### src/shrf_pkg.sv
// Types and constants shared by the shifted Hamming read filter modules.
`default_nettype none

package shrf_pkg;

  // Field widths fixed by the block's interface.
  localparam int WORD_W      = 16;
  localparam int OUT_POS_W   = 32;
  localparam int MATCH_W     = 32;
  localparam int COUNT_OUT_W = 8;
  localparam int CFG_IDX_W   = 1;
  localparam int CFG_DATA_W  = 8;
  localparam int SHIFT_W     = 4;
  localparam int THRESH_W    = 8;

  // Input commands.
  localparam logic CMD_LOAD = 1'b0;
  localparam logic CMD_REF  = 1'b1;

  // Configuration register indexes.
  localparam logic [CFG_IDX_W-1:0] REG_SHIFT  = 1'b0;
  localparam logic [CFG_IDX_W-1:0] REG_THRESH = 1'b1;

  // Strand codes.
  localparam logic STRAND_FWD = 1'b0;
  localparam logic STRAND_REV = 1'b1;

  // Result queue geometry.
  localparam int RQ_DEPTH = 4;
  localparam int RQ_PTR_W = 2;
  localparam int RQ_CNT_W = 3;

  // Forward and reverse-inverse masks held by one cell.
  typedef struct packed {
    logic [WORD_W-1:0] fwd;
    logic [WORD_W-1:0] inv;
  } mask_pair_t;

  // Per-cycle operation broadcast to every cell.
  typedef struct packed {
    logic load;
    logic dilate;
    logic compare;
  } cell_ctrl_t;

  // One result item.
  typedef struct packed {
    logic [OUT_POS_W-1:0]   match_position;
    logic                   strand;
    logic [COUNT_OUT_W-1:0] mismatch_count;
    logic [MATCH_W-1:0]     match_number;
    logic                   run_last;
  } result_t;

endpackage

`default_nettype wire

### src/shrf_cell.sv
// One read element cell: holds its masks, dilates with neighbors, and adds its
// mismatch to the partial count handed up the chain.
`default_nettype none

module shrf_cell #(
  parameter int CNT_W = 8
) (
  input  wire                          clk,
  input  wire shrf_pkg::cell_ctrl_t    ctrl,
  input  wire                          active,
  input  wire shrf_pkg::mask_pair_t    shift_in,
  input  wire shrf_pkg::mask_pair_t    left_vis,
  input  wire shrf_pkg::mask_pair_t    right_vis,
  input  wire [shrf_pkg::WORD_W-1:0]   ref_word,
  input  wire [CNT_W-1:0]              left_psum_f,
  input  wire [CNT_W-1:0]              left_psum_r,
  output shrf_pkg::mask_pair_t         masks,
  output shrf_pkg::mask_pair_t         vis,
  output logic [CNT_W-1:0]             psum_f_vis,
  output logic [CNT_W-1:0]             psum_r_vis
);
  import shrf_pkg::*;

  logic [CNT_W-1:0] psum_f;
  logic [CNT_W-1:0] psum_r;
  logic             miss_f;
  logic             miss_r;

  // An element mismatches when its mask shares no bit with the reference word.
  assign miss_f = ((masks.fwd & ref_word) == '0);
  assign miss_r = ((masks.inv & ref_word) == '0);

  // Mask storage: shift in during a load, grow by one neighbor per dilation step.
  always_ff @(posedge clk) begin
    if (ctrl.load) begin
      masks <= shift_in;
    end else if (ctrl.dilate && active) begin
      masks.fwd <= masks.fwd | left_vis.fwd | right_vis.fwd;
      masks.inv <= masks.inv | left_vis.inv | right_vis.inv;
    end
  end

  // Partial mismatch counts move one cell up for every reference word.
  always_ff @(posedge clk) begin
    if (ctrl.compare) begin
      psum_f <= left_psum_f + CNT_W'(miss_f);
      psum_r <= left_psum_r + CNT_W'(miss_r);
    end
  end

  // Cells outside the loaded read look empty to their neighbors.
  assign vis        = active ? masks : '0;
  assign psum_f_vis = active ? psum_f : '0;
  assign psum_r_vis = active ? psum_r : '0;

endmodule

`default_nettype wire

### config.mk
export PLATFORM = sky130hd
export DESIGN_NAME = shrf_cell
export DESIGN_NICKNAME = d
export VERILOG_FILES = /design/src/shrf_pkg.sv /design/src/shrf_cell.sv
export SDC_FILE = /design/constraint.sdc
export NUM_CORES = 1
export LEC_CHECK = 0
export BUFFER_PORTS_ARGS = -buffer_cell sky130_fd_sc_hd__buf_4
export CORE_ASPECT_RATIO = 1.4
export CORE_UTILIZATION = 35
export DETAILED_ROUTE_END_ITERATION = 16
export GPL_TIMING_DRIVEN = 0
export PLACE_DENSITY = 0.71
export SYNTH_ARGS = -nofsm -noshare
export SYNTH_HDL_FRONTEND = slang
export SYNTH_SLANG_ARGS = --single-unit
### constraint.sdc
create_clock -name clk -period 4.82 [get_ports clk]
set_clock_uncertainty 0.1 [all_clocks]
set_input_delay 0.241 -clock clk [delete_from_list [all_inputs] [get_ports clk]]
set_output_delay 0.241 -clock clk [all_outputs]
set_load 0.02 [all_outputs]
Word level (Yosys, flattened, before mapping)
Index checks and enable logic that the tools add are counted.

cells by class
  $add $sub $neg = 2
  reduce and logical (&&, ||, !) cells = 4
  multiplexer cells = 5
  bitwise gates (word level) = 6

operators by type and width
  kind               number
  $mux 32            3
  $or 16x16->16      4
  $and 16x16->16     2
  $logic_not 16->1   2
  $add 8x1->8        2
  $mux 8             2
  $reduce_bool 2->1  1
  $logic_and 1x1->1  1

word-level totals
  bits in registers = 48
  output and inout port bits = 80
  word-level logic and storage cells = 21
  input port bits = 133

Depth between registers and ports, before layout
Gate-level depths: netlist of run 1.

  word-level depth = 4
  mapped depth = 8
  gate-level depth less buffers = 8

Worst setup path before layout of run 1
Ideal clock, no wire load.

  kind = flip-flop to flip-flop
  start point = register masks[21] (netlist name)
  end point = register psum_f[6], data pin
  stages on the path, launching flop included = 9
  clock period less this slack = 2.230 ns
  path slack = 2.590 ns
  path buffers = 0
  setup time = 0.258 ns
  data required time = 4.462 ns
  arrival time = 1.872 ns
  cell sequence = edfxtp_1 a22o_1 a221oi_1 and4_1 ha_1 ha_1 and3_1 nand3_1 xnor2_1

between the ends
  cells in the longest elaborated chain, start to end = 3

ends and longest elaborated chain
  element                   line             source
  start: declaration        shrf_cell.sv:17  output shrf_pkg::mask_pair_t masks,
  start signal: assignment  shrf_cell.sv:36  masks <= shift_in;
  $and 16x16->16            shrf_cell.sv:30  assign miss_f = ((masks.fwd & ref_word) == '0);
  $logic_not 16->1          shrf_cell.sv:30
  $add 8x1->8               shrf_cell.sv:46  psum_f <= left_psum_f + CNT_W'(miss_f);
  end signal: assignment    shrf_cell.sv:46
  end: declaration          shrf_cell.sv:24  logic [CNT_W-1:0] psum_f;

Every way passes these cells.
A chain may end at the register's enable or synchronous reset.

Worst setup path after layout of run 1
  start point = register masks[18] (netlist name)
  end point = register psum_f[6], data pin

Same word-level chain as after synthesis.

==> impl_metrics.csv, run 1 <==
group,metric,value,unit
clock_network,cts-hold-fix-buffers,0,
clock_network,numClockSinks,48,
place,dp_slack,2320,ps
critical_path,worstPathArrival,2430,ps
critical_path,path_cells,"a22o_1, a221oi_1, and4_1, ha_1, ha_1, and3_1, nand3_1, xnor2_1",
logic_synthesis,synth-main-ff-cell,"edfxtp_1",
critical_path,cp-start-kind,"register",
timing,period_share,51.4,%
clock_network,cts_buffers,5,
logic_synthesis,yosys_warnings,0,
clock_network,post_cts.repair.setup_buffers,0,
place,dpl_cell_area,4340,sq um
timing,max-slew-margin-rel,12.5,%
finish,antenna_cells,0,
clock_network,clock_path_buffers,2,
clock_network,h-tree-depth,2,
logic_synthesis,synth_edf_count,48,
detailed_routing,drt-total-wl,9510,microns
critical_path,cp_top_family,"compound AO/OA/AOI/OAI gates",
detailed_routing,drc_errors,0,
hold_path,min_path_type,"input port to register",
critical_path,critical_path_buf_inv_count,0,
critical_path,endpoint_kind,"register",
detailed_routing,ant_nets,0,
finish,multi_input_area,1150,sq um
grt,grt_pass1_wl,13700,microns
timing,rsz0062_at_grt,"false",
logic_synthesis,ys_ff_latch,48,
critical_path,cp.required,4770,ps
power_and_ir_drop,peakVddDrop,0.116,mV
critical_path,crit_path_max_incr_delay,460,ps
power_and_ir_drop,leakagePower,2.00,nW
die,die_x,75.5,microns
die,fp.coreArea,7310,sq um
place,io_buffer_count,210,
critical_path,crit_slowest_cell,"edfxtp_1",
die,rows,37,
timing,clock.fmax,404,MHz
grt,grt_pass1_vias,2800,
logic_synthesis,yosysSeqAreaShare,54.5,%
timing,maxSlewViolCount,0,
critical_path,crit_type,"register to register",
die,top_level_ports,213,
critical_path,crit_path_frequent_cell,"ha_1",
finish,regArea,1440,sq um
logic_synthesis,synth_commonest_cells,"48 x edfxtp_1, 46 x and2_1, 36 x nand2_1, 33 x nor3_1, 32 x o21ai_0",
critical_path,startpoint,"masks[18]",
clock_network,clockRootBuffer,"clkbuf_8",
job,maxCapViolations,0,
grt,antenna_found_initial,0,
hold_path,hp-start,"shift_in[18]",
grt,grt_overflow,0,
finish,nets,611,
clock_network,clk_pin_slew,90,ps
power_and_ir_drop,p_per_area,242,nW/um^2
timing,tns,0,ps
logic_synthesis,yosysUniqueCellTypes,20,
die,die_y,105,microns
die,initial_core_util,36.2,%
clock_network,clk_latency,290,ps
die,die_area,7910,sq um
place,dp_hpwl,7800,microns
timing,final.setup.worst_slack,2340,ps
finish,drive_gt1_share,47.2,%
outcome,status,"complete, no violations",
clock_network,cts_resized,0,
detailed_routing,wl_per_cell,16.6,microns
place,place_congestion,0.899,
detailed_routing,vias,2847,
logic_synthesis,synthArstFlopShare,0,%
timing,hold_violations,0,
logic_synthesis,synth_top_area_share,54.5,%
logic_synthesis,synth_top_cell_by_area,"edfxtp_1",
logic_synthesis,synth_cells,257,
grt,grt_usage,23.7,%
critical_path,cp_max_fo,4,
detailed_routing,dr.pass1.iters,6,
grt,grt_max_degree,33,
detailed_routing,drt_iter0_drc,106,
logic_synthesis,syn-cell-area,2650,sq um
finish,area_growth,67.3,%
finish,final_core_util,60.5,%
logic_synthesis,synth_area_leaders,"edfxtp_1 54%, and2_1 11%, nor3_1 6.2%",
timing,hold_slack,119,ps
finish,nFillCells,664,
timing,finalCriticalPeriod,2480,ps
logic_synthesis,synth_fp_nets,394,
timing,worst_slew_pin_slew,1310,ps
logic_synthesis,synth.most_common_cell,"edfxtp_1",
clock_network,tritoncts,"yes",
finish,postLayoutCellArea,4430,sq um
logic_synthesis,avgSynthCellArea,10.3,sq um
critical_path,rr_startpoint,"masks[18]",
detailed_routing,drt-vias-per-instance,4.98,
timing,setup_viol,0,
==> sequential cells by signal, summed over array words and instances (netlist names) <==
register,flops
psum_f,8
masks,32
psum_r,8
==> worst min-delay path: stages <==
cell	delay, ps
buf_4	70
nand2_1	40
o21ai_0	50
==> cells in the final DEF (no fill, tap or decap), drive strengths merged <==
cell type / synthesis / layout
nand4: 1 / 1
a21o: 1 / 1
ha: 4 / 4
clkbuf: 8 / 13
xor2: 7 / 7
nand2: 36 / 36
o21ai: 32 / 32
clkinv: 0 / 3
xnor2: 6 / 6
a221oi: 8 / 8
and2: 48 / 48
nor3: 33 / 33
nor2: 3 / 3
edfxtp: 48 / 48
and3: 2 / 2
a22o: 8 / 8
nand3: 6 / 6
buf: 4 / 214
and4: 2 / 2
==> layer usage <==
layer	part of all wire [%]	wire, microns	GRT usage (%)
met5	0	0	0
met4	0.40	38	3.97
met3	9.1	870	5.88
met2	54	5170	45.7
met1	36	3430	24.8
==> final timing paths <==
kind / slack (ps) / cells after the start / to
worst max-delay path: 2340 / 8 / psum_f[6]
worst min-delay path: 120 / 3 / masks[18]
worst max register to register: 2340 / 8 / psum_f[6]
worst min register to register: 600 / 2 / masks[16]
==> logic make-up after synthesis <==
family | share of synthesized area [%]
compound gates | 11.6
xor+xnor | 4.30
fa+ha+maj | 1.89
buf+inv | 1.94
flops | 54.5
simple gates | 25.7
==> stage by stage <==
step / std cells / total power [W]
floorplan: 257 / 0.000654
global placement: 564 / 0.000844
detailed placement: 564 / 0.000850
CTS: 572 / 0.00108
global route: 572 / 0.00112
finish: 572 / 0.00107
==> layout make-up <==
cell class	count	area share, %
Timing Repair Buffer	210	35.6
Sequential cell	48	32.6
Multi-Input combinational cell	197	26.0
Tap cell	97	2.74
Clock buffer	5	1.55
Buffer	12	1.16
Clock inverter	3	0.311
==> report_power, final <==
part,switching [W],internal [W]
clock network,0.000133,0.0000989
logic,0.000148,0.000161
registers,0.0000303,0.000498
total,0.000311,0.000758
No activity file was read; power rests on OpenSTA's default activity.
==> run 2: changes to the inputs <==
Settings changed: PLACE_DENSITY 0.71 to 0.74.
Clock period 4.82 ns to 2.09 ns, I/O delays scaled along.
==> run 2 against run 1 <==
Compared with the run above: the run now ends with negative setup slack left; wire length up 6.5%; worst setup slack worse by 2400 ps; final cell count up 8.0%; sequential power up 130%; design area up 12%; sequential share of layout area down 3.4 points; via count up 8.9%; count of clock-buffer cells in the layout unchanged; global-route usage up 2.5 points; flip-flop and latch count unchanged; clock power up 130%; register-to-register slack worse by 2400 ps; critical endpoint unchanged.
==> impl_metrics.csv, run 2 (synthesized netlist as in run 1, its figures left out) <==
group,metric,value,unit
detailed_routing,drt-total-wl,10100,microns
timing,final.setup.worst_slack,-21.2,ps
die,die_y,105,microns
die,die_x,75.5,microns
critical_path,crit_type,"register to register",
clock_network,clock_path_buffers,2,
critical_path,cp.required,2050,ps
grt,grt_overflow,0,
critical_path,cp_top_family,"simple AND/OR/NAND/NOR gates",
power_and_ir_drop,peakVddDrop,0.399,mV
timing,hold_violations,0,
critical_path,crit_slowest_cell,"edfxtp_1",
finish,reg_top3,"masks: 32 flops, psum_f: 8 flops, psum_r: 8 flops",
timing,finalCriticalPeriod,2110,ps
detailed_routing,dr.pass1.iters,5,
place,dpl_cell_area,4370,sq um
clock_network,clockRootBuffer,"clkbuf_8",
place,place_congestion,0.776,
critical_path,path_cells,"a22o_1, a221oi_1, and4_4, ha_4, ha_4, and3_4, nand3_2, xnor2_1",
grt,grt_usage,26.2,%
timing,hold_slack,8.78,ps
critical_path,critical_path_buf_inv_count,0,
detailed_routing,vias,3101,
power_and_ir_drop,power_frac_clock,20.8,%
finish,final_common_cell,"buf_4",
finish,layout_common_cells,"228 x buf_4, 48 x edfxtp_1, 46 x and2_1, 36 x nand2_1",
timing,maxSlewViolCount,0,
power_and_ir_drop,leakagePower,2.21,nW
clock_network,clk_pin_slew,90,ps
hold_path,min_path_type,"input port to register",
timing,max-slew-margin-rel,12.8,%
finish,nets,657,
die,die_area,7910,sq um
timing,worst_slew_pin_slew,1310,ps
clock_network,h-tree-depth,2,
finish,antenna_cells,0,
timing,period_share,101,%
die,initial_core_util,36.2,%
critical_path,crit_path_frequent_cell,"ha_4",
place,dp_hpwl,7680,microns
finish,largest_reg_flops,32,
critical_path,worstPathArrival,2070,ps
finish,postLayoutCellArea,4940,sq um
power_and_ir_drop,p_per_area,520,nW/um^2
finish,drive_gt1_share,49.1,%
die,rows,37,
grt,grt_pass1_wl,15300,microns
die,fp.coreArea,7310,sq um
detailed_routing,wl_per_cell,16.4,microns
place,io_buffer_count,210,
grt,antenna_found_initial,0,
die,top_level_ports,213,
clock_network,tritoncts,"yes",
power_and_ir_drop,power_frac_comb,32.2,%
detailed_routing,drt_iter0_drc,101,
clock_network,cts_buffers,5,
job,maxCapViolations,0,
finish,regMostFlops,"masks",
power_and_ir_drop,total_power,0.00257,W
detailed_routing,drt-vias-per-instance,5.02,
clock_network,clk_latency,300,ps
power_and_ir_drop,seq_power_share,47.0,%
clock_network,numClockSinks,48,
power_and_ir_drop,intPower,0.00182,W
power_and_ir_drop,p_sw_share,29.2,%
critical_path,crit_path_max_incr_delay,430,ps
critical_path,endpoint_kind,"register",
detailed_routing,ant_nets,0,
finish,area_growth,86.6,%
finish,final_core_util,67.5,%
outcome,status,"finished with violations",
grt,grt_pass1_vias,3191,
grt,grt_max_degree,33,
outcome,violations,"negative setup slack",
timing,rsz0062_at_grt,"true",
power_and_ir_drop,power_switching,0.000750,W
critical_path,cp_max_fo,3,
timing,clock.fmax,474,MHz
critical_path,cp-start-kind,"register",
detailed_routing,drc_errors,0,
timing,setup_viol,1,
==> run 2: changes by cell type in the layout (fill, tap and decap cells not counted), sizes merged <==
cell         delta
buf            +18
dlygate4sd3    +28
==> run 2: worst paths after layout <==
check / slack, ps / endpoint / cells after the start / start
worst max register to register: -20 / psum_f[6] / 8 / masks[20]
worst min register to register: 630 / masks[17] / 2 / masks[17]
worst min-delay path: 9 / masks[13] / 3 / shift_in[13]
worst max-delay path: -20 / psum_f[6] / 8 / masks[20]
==> run 2: power by group through the flow <==
stage	clock [W]	combinational [W]	sequential, W
after floorplan	0	0.000234	0.00127
after global placement	0	0.000707	0.00124
after detailed placement	0	0.000717	0.00124
after CTS	0.000546	0.000820	0.00120
after global routing	0.000582	0.000886	0.00121
final	0.000535	0.000826	0.00121
==> run 2: through the flow <==
stage / setup WS, ps / setup TNS (ps) / std cells
floorplan: -78.0 / -78.0 / 257
global placement: -274 / -7870 / 564
detailed placement: -301 / -8030 / 564
CTS: -77.5 / -116 / 617
global route: -121 / -380 / 618
finish: -21.2 / -21.2 / 618
==> run 2: worst min-delay path, cell delays in order <==
cell and delay [ps]:
buf_4 80, nand2_1 40, o21ai_0 70
==> run 2: metal layers <==
layer / track usage, % / share of wire [%]
met4: 8.99 / 2.4
met2: 49.8 / 56
met3: 5.59 / 8.1
met1: 26.6 / 34
met5: 0 / 0
==> run 2: what timing repair did <==
item,CTS,global route
resized for setup,9,4
pin swaps,9,4
hold endpoints to repair,27,1
hold buffers,27,1
buffers inserted,18,0
endpoints found under the setup margin,12,6
==> run 2: cell type report <==
type                            count  area (sq um)
Tap cell                           97           121
Clock inverter                      3          13.8
Multi-Input combinational cell    197          1250
Sequential cell                    48          1440
Clock buffer                        5          68.8
Fill cell                         608          2380
Buffer                             12          51.3
Timing Repair Buffer              256          1990
