### src/shrf_pkg.sv
// Types and constants shared by the shifted Hamming read filter modules.
`default_nettype none

package shrf_pkg;

  // Field widths fixed by the block's interface.
  localparam int WORD_W      = 16;
  localparam int OUT_POS_W   = 32;
  localparam int MATCH_W     = 32;
  localparam int COUNT_OUT_W = 8;
  localparam int CFG_IDX_W   = 1;
  localparam int CFG_DATA_W  = 8;
  localparam int SHIFT_W     = 4;
  localparam int THRESH_W    = 8;

  // Input commands.
  localparam logic CMD_LOAD = 1'b0;
  localparam logic CMD_REF  = 1'b1;

  // Configuration register indexes.
  localparam logic [CFG_IDX_W-1:0] REG_SHIFT  = 1'b0;
  localparam logic [CFG_IDX_W-1:0] REG_THRESH = 1'b1;

  // Strand codes.
  localparam logic STRAND_FWD = 1'b0;
  localparam logic STRAND_REV = 1'b1;

  // Result queue geometry.
  localparam int RQ_DEPTH = 4;
  localparam int RQ_PTR_W = 2;
  localparam int RQ_CNT_W = 3;

  // Forward and reverse-inverse masks held by one cell.
  typedef struct packed {
    logic [WORD_W-1:0] fwd;
    logic [WORD_W-1:0] inv;
  } mask_pair_t;

  // Per-cycle operation broadcast to every cell.
  typedef struct packed {
    logic load;
    logic dilate;
    logic compare;
  } cell_ctrl_t;

  // One result item.
  typedef struct packed {
    logic [OUT_POS_W-1:0]   match_position;
    logic                   strand;
    logic [COUNT_OUT_W-1:0] mismatch_count;
    logic [MATCH_W-1:0]     match_number;
    logic                   run_last;
  } result_t;

endpackage

`default_nettype wire

### src/shrf_res_queue.sv
// Four-entry result queue that takes up to two results per cycle and
// hands out one per transaction.
`default_nettype none

module shrf_res_queue (
  input  wire                               clk,
  input  wire                               rst,
  input  wire                               push_a,
  input  wire shrf_pkg::result_t            data_a,
  input  wire                               push_b,
  input  wire shrf_pkg::result_t            data_b,
  input  wire                               out_ready,
  output logic                              out_valid,
  output shrf_pkg::result_t                 out_data,
  output logic [shrf_pkg::RQ_CNT_W-1:0]     count
);
  import shrf_pkg::*;

  result_t               entries [RQ_DEPTH];
  logic [RQ_PTR_W-1:0]   wptr;
  logic [RQ_PTR_W-1:0]   rptr;
  logic [RQ_PTR_W-1:0]   wptr_b;
  logic [RQ_CNT_W-1:0]   n_push;
  logic                  pop;

  assign wptr_b    = wptr + RQ_PTR_W'(1);
  assign n_push    = RQ_CNT_W'(push_a) + RQ_CNT_W'(push_b);
  assign out_valid = (count != '0);
  assign pop       = out_valid & out_ready;
  assign out_data  = entries[rptr];

  // The first result goes in at the write pointer, the second right after it.
  always_ff @(posedge clk) begin
    if (push_a) begin
      entries[wptr] <= data_a;
    end
    if (push_b) begin
      entries[push_a ? wptr_b : wptr] <= data_b;
    end
  end

  // Pointers and fill level.
  always_ff @(posedge clk) begin
    if (rst) begin
      wptr  <= '0;
      rptr  <= '0;
      count <= '0;
    end else begin
      wptr  <= wptr + n_push[RQ_PTR_W-1:0];
      rptr  <= rptr + RQ_PTR_W'(pop);
      count <= count + n_push - RQ_CNT_W'(pop);
    end
  end

endmodule

`default_nettype wire

### config.mk
export PLATFORM = sky130hd
export DESIGN_NAME = shrf_res_queue
export DESIGN_NICKNAME = d
export VERILOG_FILES = /design/src/shrf_pkg.sv /design/src/shrf_res_queue.sv
export SDC_FILE = /design/constraint.sdc
export NUM_CORES = 1
export LEC_CHECK = 0
export BUFFER_PORTS_ARGS = -buffer_cell sky130_fd_sc_hd__buf_2
export CORE_UTILIZATION = 57
export DETAILED_ROUTE_END_ITERATION = 10
export HOLD_SLACK_MARGIN = 0.12
export PLACE_DENSITY = 0.86
export SLEW_MARGIN = 30
export SYNTH_ARGS = -nofsm -noshare
export SYNTH_HDL_FRONTEND = slang
export SYNTH_SLANG_ARGS = --single-unit
### constraint.sdc
create_clock -name clk -period 4.1 [get_ports clk]
set_input_delay 0.41 -clock clk [delete_from_list [all_inputs] [get_ports clk]]
set_output_delay 0.41 -clock clk [all_outputs]
set_load 0.01 [all_outputs]
Word level (Yosys, flattened, before mapping)

Memory sizes are Yosys's and may differ from the RTL's. A register that Yosys moved wholly into a read port is not among the register bits.
Cells that the tools add are included.

$add $sub $neg: 6
Mux-type cells: 6
Bitwise logic cells: 1
Reduce and logical (&&, ||, !) cells: 1

Operator list:

| cell                                                           | count |
|---|---|
| 1-bit two-way mux                                              | 4 |
| 2-bit two-way mux                                              | 2 |
| 3-bit by 2-bit adder with 3-bit output                         | 1 |
| 3-bit nonzero test                                             | 1 |
| 3-bit by 1-bit subtractor with 3-bit output                    | 1 |
| 1-bit by 1-bit adder with 2-bit output                         | 1 |
| 2-bit by 1-bit adder with 2-bit output                         | 1 |
| 2-bit by 1-bit adder with 2-bit output (second input constant) | 1 |
| 2-bit adder                                                    | 1 |
| 1-bit bitwise AND                                              | 1 |

Bits in registers: 7
RAM bits: 296
Input port bits: 153
Output and inout port bits: 78
Word-level logic and storage cells: 18
Memories kept: 1

Memories:

| memory  | depth | bits a word | read ports | clocked after memory_dff | wr ports | RTL line             | text |
|---|---|---|---|---|---|---|---|
| entries | 4     | 74          | 1          | 1                        | 2        | shrf_res_queue.sv:19 | `result_t entries [RQ_DEPTH];` |

Longest topological paths before layout

Gate-level depths: netlist (run 1).

Depth after elaboration: 4
Gate-level depth with buffers: 8

Least setup slack after synthesis (run 1)

No wires, ideal clock.

Path type: flip-flop to flip-flop
Start: register wptr[0]
End: memory entries[0][0] in the netlist's numbering, enable pin
Library setup time: 755 ps
Data arrival time: 2793 ps
Required time: 3345 ps
Path slack: 551 ps
Cell stages (with the launch flop): 8
Path buffers: 2
Clock period less this slack: 3549 ps
Cells stage by stage: dfxtp_1 -> inv_2 -> ha_1 -> and3b_1 -> o21ai_1 -> buf_4 -> buf_6 -> nand2_1

RTL lines:

| element                | RTL line             | text |
|---|---|---|
| start, declared        | shrf_res_queue.sv:20 | `logic [RQ_PTR_W-1:0] wptr;` |
| start signal, assigned | shrf_res_queue.sv:49 | `wptr <= wptr + n_push[RQ_PTR_W-1:0];` |
| end, declared          | shrf_res_queue.sv:19 |  |

==> results of run 1 <==
==> worst max-delay path by stage <==
stage                                     to  slack [ns]  cells past startpoint
floorplan            entries[0][0]$_DFFE_PP_        0.55                      7
global route        entries[0][44]$_DFFE_PP_        1.14                      7
global placement    entries[0][43]$_DFFE_PP_        1.36                      7
finish              entries[0][44]$_DFFE_PP_        1.29                      7
CTS                             out_data[23]        1.28                      3
detailed placement  entries[0][39]$_DFFE_PP_        1.31                      7
==> power breakdown <==
part	total, mW	switching [mW]	internal [mW]
Combinational	2.51	1.26	1.25
Clock	2.92	1.18	1.75
Sequential	4.19	0.217	3.97
==> cells in the mapped netlist (all sizes together), types with 3 or more instances <==
cell type    n
edfxtp     296
mux4        74
nor2         6
mux2       296
nand2        5
xnor2        5
o31ai        3
dfxtp        7
clkbuf       4
inv          5
ha           8
buf         46
==> placed cells by master (no fill, tap or decap), types with 2 or more instances in the layout <==
master,n
a21o_4,2
diode_2,4
buf_12,7
dfxtp_4,2
nor2_1,6
o21ai_4,2
nor2b_1,2
buf_2,230
o31ai_4,2
clkbuf_1,10
nand2_4,2
xor2_1,2
edfxtp_1,296
mux2_2,176
ha_1,8
clkinv_2,5
inv_1,4
mux2_1,120
clkinvlp_4,2
xnor2_1,5
mux4_2,74
clkbuf_8,2
buf_4,7
clkinv_1,5
nand2_1,3
dfxtp_1,5
clkbuf_16,37
==> final cells by class <==
class | instances | area (µm²)
clock buffers | 49 | 991
clock inverters | 13 | 88.8
flip-flops and latches | 303 | 9040
fillers | 1664 | 8000
well taps | 330 | 413
diodes | 4 | 10.0
repair buffers | 244 | 1340
multi-input cells | 414 | 5430
inverters | 5 | 18.8
==> logic make-up (layout without fill, tap and decap cells) <==
kind of cell,Yosys count,count (layout),share of synthesized area
adder cells (fa/ha/maj),9,9,0.00812
multiplexers,370,370,0.338
other,0,4,0
AND/OR/NAND/NOR,20,20,0.00736
flip-flops,303,303,0.611
AO/OA/AOI/OAI,8,8,0.00449
XOR/XNOR,7,7,0.00415
buffers and inverters,55,311,0.0270
==> stage by stage <==
stage	utilization	instances	setup slack, ns
floorplan	-	772	0.551
global placement	0.641	1296	1.36
detailed placement	0.641	1296	1.31
CTS	0.684	1358	1.28
global route	0.684	1360	1.14
finish	0.684	1362	1.29
==> state kept, by name, indices dropped and copies added (netlist names) <==
signal and cells:
entries 296, count 3, rptr 2, wptr 2
==> routing by layer <==
| metal | wire [µm] | vias to the layer above | global-route usage |
|---|---|---|---|
| li1 | - | 3645 | - |
| met1 | 13100 | 4157 | 0.318 |
| met2 | 15500 | 269 | 0.397 |
| met3 | 2010 | 52 | 0.0475 |
| met4 | 664 | 4 | 0.0709 |
| met5 | 17 | - | 0 |
==> impl_results.md, run 1 <==
* Outcome: completed
* Cell count after synthesis at 772
* Arrival time of the worst setup path at 2.94 ns
* PnR Total Power at 9.62 mW
* Timing startpoint of the critical path: wptr[0]$_SDFF_PP0_
* Number of library cell types mapped by synthesis at 31
* Cts repair resizes at 0
* First-iteration detailed-routing DRC count at 627
* Kind of path behind the tightest hold check: primary input to register
* Worst hold path startpoint: rst
* Chip Height at 163 µm
* Worst-path cell chain: inv_2, ha_1, and3b_1, o21ai_4, buf_4, nand2_4, buf_4
* Wire length of the first global-routing pass at 47,700 µm
* Number of hold-repair buffers added at the cts stage at 0
* Post-Route Setup TNS at 0 ns
* Gate family responsible for the most delay along the worst path: buffers and inverters
* Clock insertion delay at the later pin of the skew report at 0.49 ns
* Async SR Flop Fraction at 0
* Highest ir drop seen on vdd at 0.334 mV
* Number of buffer cells added on primary ports at 230
* Number of vias in the routed layout at 8,127
* Area of the placeable core at 25,300 µm²
* Nature of the critical path endpoint: register
* Top cells by area in the synthesized netlist: edfxtp_1 (60%), mux2_2 (13%), mux4_2 (11%)
* Die W at 163 µm
* Final HPWL DP at 18,300 µm
* Terminating pin of the worst hold path: rptr[0]$_SDFF_PP0_
* Flops & latches, synth at 303
* Top cell by count, worst path: buf_4
* Setup repair after global routing missed its margin: false
* Number of buffer and inverter stages on the critical path at 3
* RR Startpoint: wptr[0]$_SDFF_PP0_
* CTS Buf Count at 34
* Depth of the worst register-to-register path at 7
* Post-CTS setup buffers at 0
* R2R Setup Slk at 1.29 ns
* Required arrival time at the worst endpoint at 4.22 ns
* Portion of the post-synthesis area used by sequential elements at 0.611
* Slowest cell on crit path: dfxtp_1
* Number of rows created at floorplan at 58
* Worst reg2reg endpoint: entries[0][44]$_DFFE_PP_
* Final-report max-slew violation count at 0
* Initial antenna violation count at 7
* Die ar. at 26,600 µm²
* Portion of the clock cycle consumed by the worst path in the final layout at 0.686
* Count of cells along the worst hold path at 2
* Smallest hold slack at 0.183 ns
* Tot GR Track Use at 0.238
* Max-capacitance violation count at 0
* Number of nets in the layout at 1,164
* Syn avg cell area at 19.2 µm²
* CTS tree: yes
* Max Clk Rate at 355 MHz
* Final Skew at 0.0110 ns
* Standby leakage power at 6.09 nW
* Final setup violating endpoints at 0
* Cell chosen for the clock root: clkbuf_16
* Number of synthesized flops with an enable pin at 296
* Largest stage delay, worst path at 0.57 ns
* Drt total wl at 31,300 µm
* Post-CTS clock slew at the launch and capture registers of the worst setup and hold paths at 0.06 ns
* Via count of the first global-routing pass at 8,606
* Congestion Overflow GR at 0
* Post-synthesis instance area at 14,800 µm²
* Synth top area share at 0.601
* Placed Area at 16,200 µm²
* Count of pins on the block boundary at 231
* WS Path Type: register to register
* Fraction of layout cells with a size suffix above 1 at 0.538
* Max H-tree Level at 2
* Area growth from synthesis to layout at 17.2%
* Final routed wire length divided by cell count at 23.0 µm
* Post-synth top flop: edfxtp_1
* Worst-margin pin slew at 0.827 ns
* Initial DRT Pass Iterations at 4
* Worst-case clock buffer depth at 3
* PD cells at 555 nW/µm²
* Detail-routed via count per cell at 5.97
* Warnings from Yosys at 0
* Worst slew slack as a fraction of its limit at 0.449
* Post-route standard cell area excluding fillers at 17,300 µm²
* Routability congestion estimate from global placement at 0.744
* Initial core utilization at 0.584
* Detail Route Antenna Nets at 0
* Clock sink count at 303
* Pin count of the biggest net entering global routing at 75
* Count of unresolved DRC violations after routing at 0
* Critical path fanouts, max at 44
* Startpoint type of the worst setup path: register
* Hold Violations, Final at 0
* Net count after synthesis at 934
* Area leader, netlist: edfxtp_1
* Time the final worst path needs with I/O delays and setup at 2.81 ns
(Power assumes the default switching activity.)
==> run 2: changes to the inputs <==
==> constraint.sdc (replaced) <==
create_clock -name clk -period 2.9 [get_ports clk]
set_input_delay 0.29 -clock clk [delete_from_list [all_inputs] [get_ports clk]]
set_output_delay 0.29 -clock clk [all_outputs]
set_load 0.01 [all_outputs]
==> impl_results.md, run 2 (synthesized netlist as in run 1, its figures left out) <==
* Post-route standard cell area excluding fillers at 18,600 µm² (was 17,300 µm²)
* Number of nets in the layout at 1,283 (was 1,164)
* Most common cell after layout, fill and taps aside: edfxtp_1 (unchanged)
* Fin util at 0.734 (was 0.684)
* Critical path fanouts, max at 32 (was 44)
* Kind of path behind the tightest hold check: primary input to register (unchanged)
* Number of rows created at floorplan at 58 (unchanged)
* Final Skew at 0.0106 ns (was 0.0110 ns)
* Tot GR Track Use at 0.263 (was 0.238)
* Congestion Overflow GR at 0 (unchanged)
* Placed cells at 1,304 (was 1,296)
* Max Clk Rate at 357 MHz (was 355 MHz)
* Hold Violations, Final at 0 (unchanged)
* Standby leakage power at 6.61 nW (was 6.09 nW)
* Outcome: completed (unchanged)
* Worst-margin pin slew at 0.495 ns (was 0.827 ns)
* Wire length of the first global-routing pass at 52,400 µm (was 47,700 µm)
* Post-CTS clock slew at the launch and capture registers of the worst setup and hold paths at 0.06 ns (about the same)
* Final-report max-slew violation count at 0 (unchanged)
* Post-Route Setup TNS at 0 ns (unchanged)
* Clock insertion delay at the later pin of the skew report at 0.50 ns (was 0.49 ns)
* PnR Total Power at 13.8 mW (was 9.62 mW)
* Initial DRT Pass Iterations at 4 (unchanged)
* WS Path Type: register to register (unchanged)
* Startpoint type of the worst setup path: register (unchanged)
* Worst setup slack after layout at 0.0950 ns (was 1.29 ns)
* First-iteration detailed-routing DRC count at 674 (was 627)
* Required arrival time at the worst endpoint at 3.14 ns (was 4.22 ns)
* Final routed wire length divided by cell count at 23.1 µm (was 23.0 µm)
* Clock sink count at 303 (unchanged)
* Via count of the first global-routing pass at 9,507 (was 8,606)
* Count of pins on the block boundary at 231 (unchanged)
* Biggest register: entries (unchanged)
* Worst-case clock buffer depth at 3 (unchanged)
* Die ar. at 26,600 µm² (unchanged)
* Chip Height at 163 µm (unchanged)
* Detail-routed via count per cell at 5.89 (was 5.97)
* Initial core utilization at 0.584 (unchanged)
* Registers with the most flip-flops: entries x296, count x3 (unchanged)
* Time the final worst path needs with I/O delays and setup at 2.81 ns (about the same)
* Drt total wl at 34,100 µm (was 31,300 µm)
* Portion of the clock cycle consumed by the worst path in the final layout at 0.967 (was 0.686)
* Max H-tree Level at 2 (unchanged)
* Post-Place Worst Slack at 0.322 ns (was 1.31 ns)
* Arrival time of the worst setup path at 3.05 ns (was 2.94 ns)
* Number of vias in the routed layout at 8,700 (was 8,127)
* CTS tree: yes (unchanged)
* Initial antenna violation count at 5 (was 7)
* Area growth from synthesis to layout at 25.7% (was 17.2%)
* Worst slew slack as a fraction of its limit at 0.667 (was 0.449)
* Routability congestion estimate from global placement at 0.810 (was 0.744)
* Largest stage delay, worst path at 0.57 ns (about the same)
* Worst-path cell chain: inv_1, ha_1, nand4b_1, o31ai_4, buf_12, mux2_1, dlygate4sd3_1 (was inv_2, ha_1, and3b_1, o21ai_4, buf_4, nand2_4, buf_4)
* Die W at 163 µm (unchanged)
* Finished Layout Cells at 1,477 (was 1,362)
* Fraction of layout cells with a size suffix above 1 at 0.485 (was 0.538)
* Max-capacitance violation count at 0 (unchanged)
* Smallest hold slack at 0.134 ns (was 0.183 ns)
* Setup repair after global routing missed its margin: false (unchanged)
* Detail Route Antenna Nets at 0 (unchanged)
* Nature of the critical path endpoint: register (unchanged)
* Number of buffer cells added on primary ports at 230 (unchanged)
* Count of unresolved DRC violations after routing at 0 (unchanged)
* Cell chosen for the clock root: clkbuf_16 (unchanged)
* Final setup violating endpoints at 0 (unchanged)
* Final HPWL DP at 19,700 µm (was 18,300 µm)
* PD cells at 742 nW/µm² (was 555 nW/µm²)
* Slowest cell on crit path: dlygate4sd3_1 (was dfxtp_1)
* Number of flip-flops in the largest register at 296 (unchanged)
* Placed Area at 16,400 µm² (was 16,200 µm²)
* Most frequent cells in the layout: edfxtp_1 (296), buf_2 (230), mux2_2 (176) (unchanged)
* Area of the placeable core at 25,300 µm² (unchanged)
* Pin count of the biggest net entering global routing at 49 (was 75)
* CTS Buf Count at 34 (unchanged)
* Highest ir drop seen on vdd at 0.557 mV (was 0.334 mV)
## run 2: changes by cell type in the layout (fill, tap and decap cells not counted), sizes merged
cell | before | now
clkinvlp | 2 | 0
clkinv | 10 | 6
buf | 244 | 252
clkbuf | 49 | 51
dlygate4sd3 | 0 | 111
## run 2: final timing paths
kind	start	endpoint	slack, ns	depth (start not counted)
worst max register to register	wptr[1]$_SDFF_PP0_	entries[3][30]$_DFFE_PP_	0.09	7
worst min register to register	count[2]$_SDFF_PP0_	count[2]$_SDFF_PP0_	0.60	2
worst max-delay path	wptr[1]$_SDFF_PP0_	entries[3][30]$_DFFE_PP_	0.09	7
worst min-delay path	data_b[37]	entries[1][37]$_DFFE_PP_	0.13	2
## run 2: what timing repair did
item | 4_1_cts | 5_1_grt
setup buffers | 0 | 0
hold buffers | 111 | 0
endpoints found under the setup margin | 0 | 12
gates resized for setup | 0 | 1
hold endpoints to repair | 126 | 0
## run 2: report_power, final
group	internal, mW	total [mW]	leakage (nW)	switching [mW]
clock network	2.41	4.02	0.498	1.62
logic	1.96	3.92	3.28	1.95
registers	5.61	5.85	2.83	0.236
total	9.98	13.8	6.61	3.81
## run 2: per-layer routing
layer | wire [µm] | vias up | track usage
met3 | 2410 | 63 | 0.0455
met1 | 13700 | 4410 | 0.353
met5 | 10 | - | 0
met4 | 824 | 2 | 0.0892
met2 | 17200 | 353 | 0.435
li1 | - | 3872 | -
## run 2: worst max-delay path, delay by kind of cell (launching register included)
| kind | cells | cell delay, ns |
|---|---|---|
| compound gates | 1 | 0.16 |
| buf+inv | 3 | 0.99 |
| flops | 1 | 0.47 |
| mux | 1 | 0.36 |
| simple gates | 1 | 0.17 |
| fa+ha+maj | 1 | 0.37 |
## run 2: final cells by class
type | instances | area (µm²)
fill | 1501 | 6750
sequential | 303 | 9040
inverter | 5 | 18.8
timing repair buffer | 363 | 2640
multi-input combinational | 414 | 5430
tap | 330 | 413
antenna | 4 | 10.0
clock inverter | 7 | 53.8
clock buffer | 51 | 978
==> run 3: changes to the inputs <==
--- a/config.mk
+++ b/config.mk
@@ -6,7 +6,9 @@
 export NUM_CORES = 1
 export LEC_CHECK = 0
 export BUFFER_PORTS_ARGS = -buffer_cell sky130_fd_sc_hd__buf_2
-export CORE_UTILIZATION = 57
+export CELL_PAD_IN_SITES_DETAIL_PLACEMENT = 0
+export CELL_PAD_IN_SITES_GLOBAL_PLACEMENT = 1
+export CORE_UTILIZATION = 49
 export DETAILED_ROUTE_END_ITERATION = 10
 export HOLD_SLACK_MARGIN = 0.12
 export PLACE_DENSITY = 0.86
==> impl_results.md, run 3 (synthesized netlist as in run 1, its figures left out) <==
* CTS tree: yes (unchanged)
* RR Startpoint: wptr[1]$_SDFF_PP0_ (unchanged)
* CTS Buf Count at 34 (unchanged)
* Most frequent cells in the layout: edfxtp_1 (296), buf_2 (230), mux2_2 (176) (unchanged)
* Highest ir drop seen on vdd at 0.471 mV (was 0.557 mV)
* Chip Height at 176 µm (was 163 µm)
* Die ar. at 30,900 µm² (was 26,600 µm²)
* Number of flip-flops in the largest register at 296 (unchanged)
* Worst slew slack as a fraction of its limit at 0.534 (was 0.667)
* Number of rows created at floorplan at 63 (was 58)
* Initial core utilization at 0.499 (was 0.584)
* Biggest register: entries (unchanged)
* FF/Latch Area at 9040 µm² (unchanged)
* Cell chosen for the clock root: clkbuf_16 (unchanged)
* Area growth from synthesis to layout at 26.9% (was 25.7%)
* Reported net switching power at 3.80 mW (was 3.81 mW)
* Placed Area at 16,500 µm² (was 16,400 µm²)
* Post-Place Worst Slack at 0.329 ns (was 0.322 ns)
* Standby leakage power at 6.67 nW (was 6.61 nW)
* Timing startpoint of the critical path: wptr[1]$_SDFF_PP0_ (unchanged)
* Post-CTS setup buffers at 0 (unchanged)
* Required arrival time at the worst endpoint at 3.15 ns (was 3.14 ns)
* Clock sink count at 303 (unchanged)
* Critical path fanouts, max at 22 (was 32)
* Number of vias in the routed layout at 8,581 (was 8,700)
* Pin count of the biggest net entering global routing at 53 (was 49)
* Post-CTS clock slew at the launch and capture registers of the worst setup and hold paths at 0.06 ns (about the same)
* Kind of path behind the tightest hold check: primary input to register (unchanged)
* Number of buffer cells added on primary ports at 230 (unchanged)
* Max H-tree Level at 2 (unchanged)
* Fraction of layout cells with a size suffix above 1 at 0.479 (was 0.485)
* Share of total power in sequential cells at 0.426 (was 0.424)
* Outcome: completed (unchanged)
* Die W at 176 µm (was 163 µm)
* Via count of the first global-routing pass at 9,167 (was 9,507)
* Post-Route Setup TNS at 0 ns (unchanged)
* Area of the placeable core at 29,600 µm² (was 25,300 µm²)
* Post-route standard cell area excluding fillers at 18,800 µm² (was 18,600 µm²)
* Count of unresolved DRC violations after routing at 0 (unchanged)
* Nature of the critical path endpoint: register (unchanged)
* Proportion of power drawn by combinational gates at 0.286 (was 0.284)
* Routability congestion estimate from global placement at 0.754 (was 0.810)
* Area taken by multi-input logic gates at 5430 µm² (unchanged)
* Fillers at 2,157 (was 1,501)
* Max-capacitance violation count at 0 (unchanged)
* Detail-routed via count per cell at 5.52 (was 5.89)
* Tot GR Track Use at 0.220 (was 0.263)
* Arrival time of the worst setup path at 3.03 ns (was 3.05 ns)
* Count of pins on the block boundary at 231 (unchanged)
* Worst-case clock buffer depth at 3 (unchanged)
* Detail Route Antenna Nets at 0 (unchanged)
* PnR Total Power at 13.7 mW (was 13.8 mW)
* Setup repair after global routing missed its margin: false (unchanged)
* Internal power consumption at 9.88 mW (was 9.98 mW)
* Wire length of the first global-routing pass at 51,500 µm (was 52,400 µm)
* PD cells at 729 nW/µm² (was 742 nW/µm²)
* Worst setup slack after layout at 0.114 ns (was 0.0950 ns)
* Depth of the worst register-to-register path at 7 (unchanged)
* Initial antenna violation count at 3 (was 5)
* Final-report max-slew violation count at 0 (unchanged)
* Most common cell after layout, fill and taps aside: edfxtp_1 (unchanged)
* Portion of the clock cycle consumed by the worst path in the final layout at 0.961 (was 0.967)
* Switch share at 0.278 (was 0.276)
* Number of nets in the layout at 1,303 (was 1,283)
* First-iteration detailed-routing DRC count at 527 (was 674)
* R2R Setup Slk at 0.11 ns (was 0.09 ns)
* Initial DRT Pass Iterations at 4 (unchanged)
* Clock insertion delay at the later pin of the skew report at 0.50 ns (about the same)
* Worst-margin pin slew at 0.698 ns (was 0.495 ns)
* Max Clk Rate at 359 MHz (was 357 MHz)
* Worst reg2reg endpoint: entries[1][36]$_DFFE_PP_ (was entries[3][30]$_DFFE_PP_)
* Time the final worst path needs with I/O delays and setup at 2.79 ns (was 2.81 ns)
* Congestion Overflow GR at 0 (unchanged)
* Hold Violations, Final at 0 (unchanged)
* Smallest hold slack at 0.136 ns (was 0.134 ns)
* Final setup violating endpoints at 0 (unchanged)
* Final Skew at 0.0108 ns (was 0.0106 ns)
* Final HPWL DP at 20,000 µm (was 19,700 µm)
* WS Path Type: register to register (unchanged)
* Startpoint type of the worst setup path: register (unchanged)
* Registers with the most flip-flops: entries x296, count x3 (unchanged)
* Final routed wire length divided by cell count at 21.7 µm (was 23.1 µm)
* Drt total wl at 33,700 µm (was 34,100 µm)
* Capturing instance or port of the critical path: entries[1][36]$_DFFE_PP_ (was entries[3][30]$_DFFE_PP_)
* Power share of the clock group at 0.288 (was 0.292)
## run 3: what timing repair did
| item | CTS | global route |
|---|---|---|
| hold buffers | 128 | 0 |
| endpoints found under the hold margin | 178 | 0 |
| gates resized for setup | 0 | 1 |
| setup endpoints to repair | 0 | 5 |
## run 3: final cells by class
cell class                 count  area share
antenna                        3    0.000400
clock buffer                  48      0.0515
clock inverter                 9     0.00193
inverter                       5     0.00100
multi-input combinational    414       0.289
sequential                   303       0.482
tap                          390      0.0260
timing repair buffer         383       0.148
## run 3: power groups by stage
stage               logic (mW)  registers (mW)  clock network, mW
finish                    3.91            5.83               3.94
global route              4.17            5.89               4.16
detailed placement        3.80            5.92                  0
global placement          3.76            5.90                  0
CTS                       3.96            5.83               4.02
floorplan                 2.50            5.82                  0
## run 3: metrics by stage
step / cells / utilization
final: 1555 / 0.633
after global routing: 1553 / 0.633
after detailed placement: 1367 / 0.556
after floorplan: 772 / -
after global placement: 1367 / 0.556
after CTS: 1552 / 0.633
## run 3: worst min path at each step
stage          startpoint                        to  slack [ns]  depth (start not counted)
4_1_cts        data_b[73]  entries[3][73]$_DFFE_PP_        0.12                          2
2_1_floorplan         rst       count[1]$_SDFF_PP0_        0.36                          1
3_3_place_gp          rst       count[1]$_SDFF_PP0_        0.55                          2
3_5_place_dp          rst        rptr[1]$_SDFF_PP0_        0.56                          2
5_1_grt        data_b[16]  entries[1][16]$_DFFE_PP_        0.13                          2
6_report        data_a[8]   entries[2][8]$_DFFE_PP_        0.14                          2
## run 3: per-layer routing
metal | track usage | vias up | part of all wire
met1 | 0.291 | 4328 | 0.43
met5 | 0 | - | 0
met2 | 0.370 | 298 | 0.49
met4 | 0.0638 | 0 | 0.021
met3 | 0.0400 | 49 | 0.063
li1 | - | 3906 | -
## run 3: critical path: stages (launching register included)
cell           delay [ns]
dfxtp_1              0.48
inv_1                0.11
ha_1                 0.34
nor3b_1              0.34
o21ai_4              0.15
buf_12               0.19
mux2_1               0.33
dlygate4sd3_1        0.57
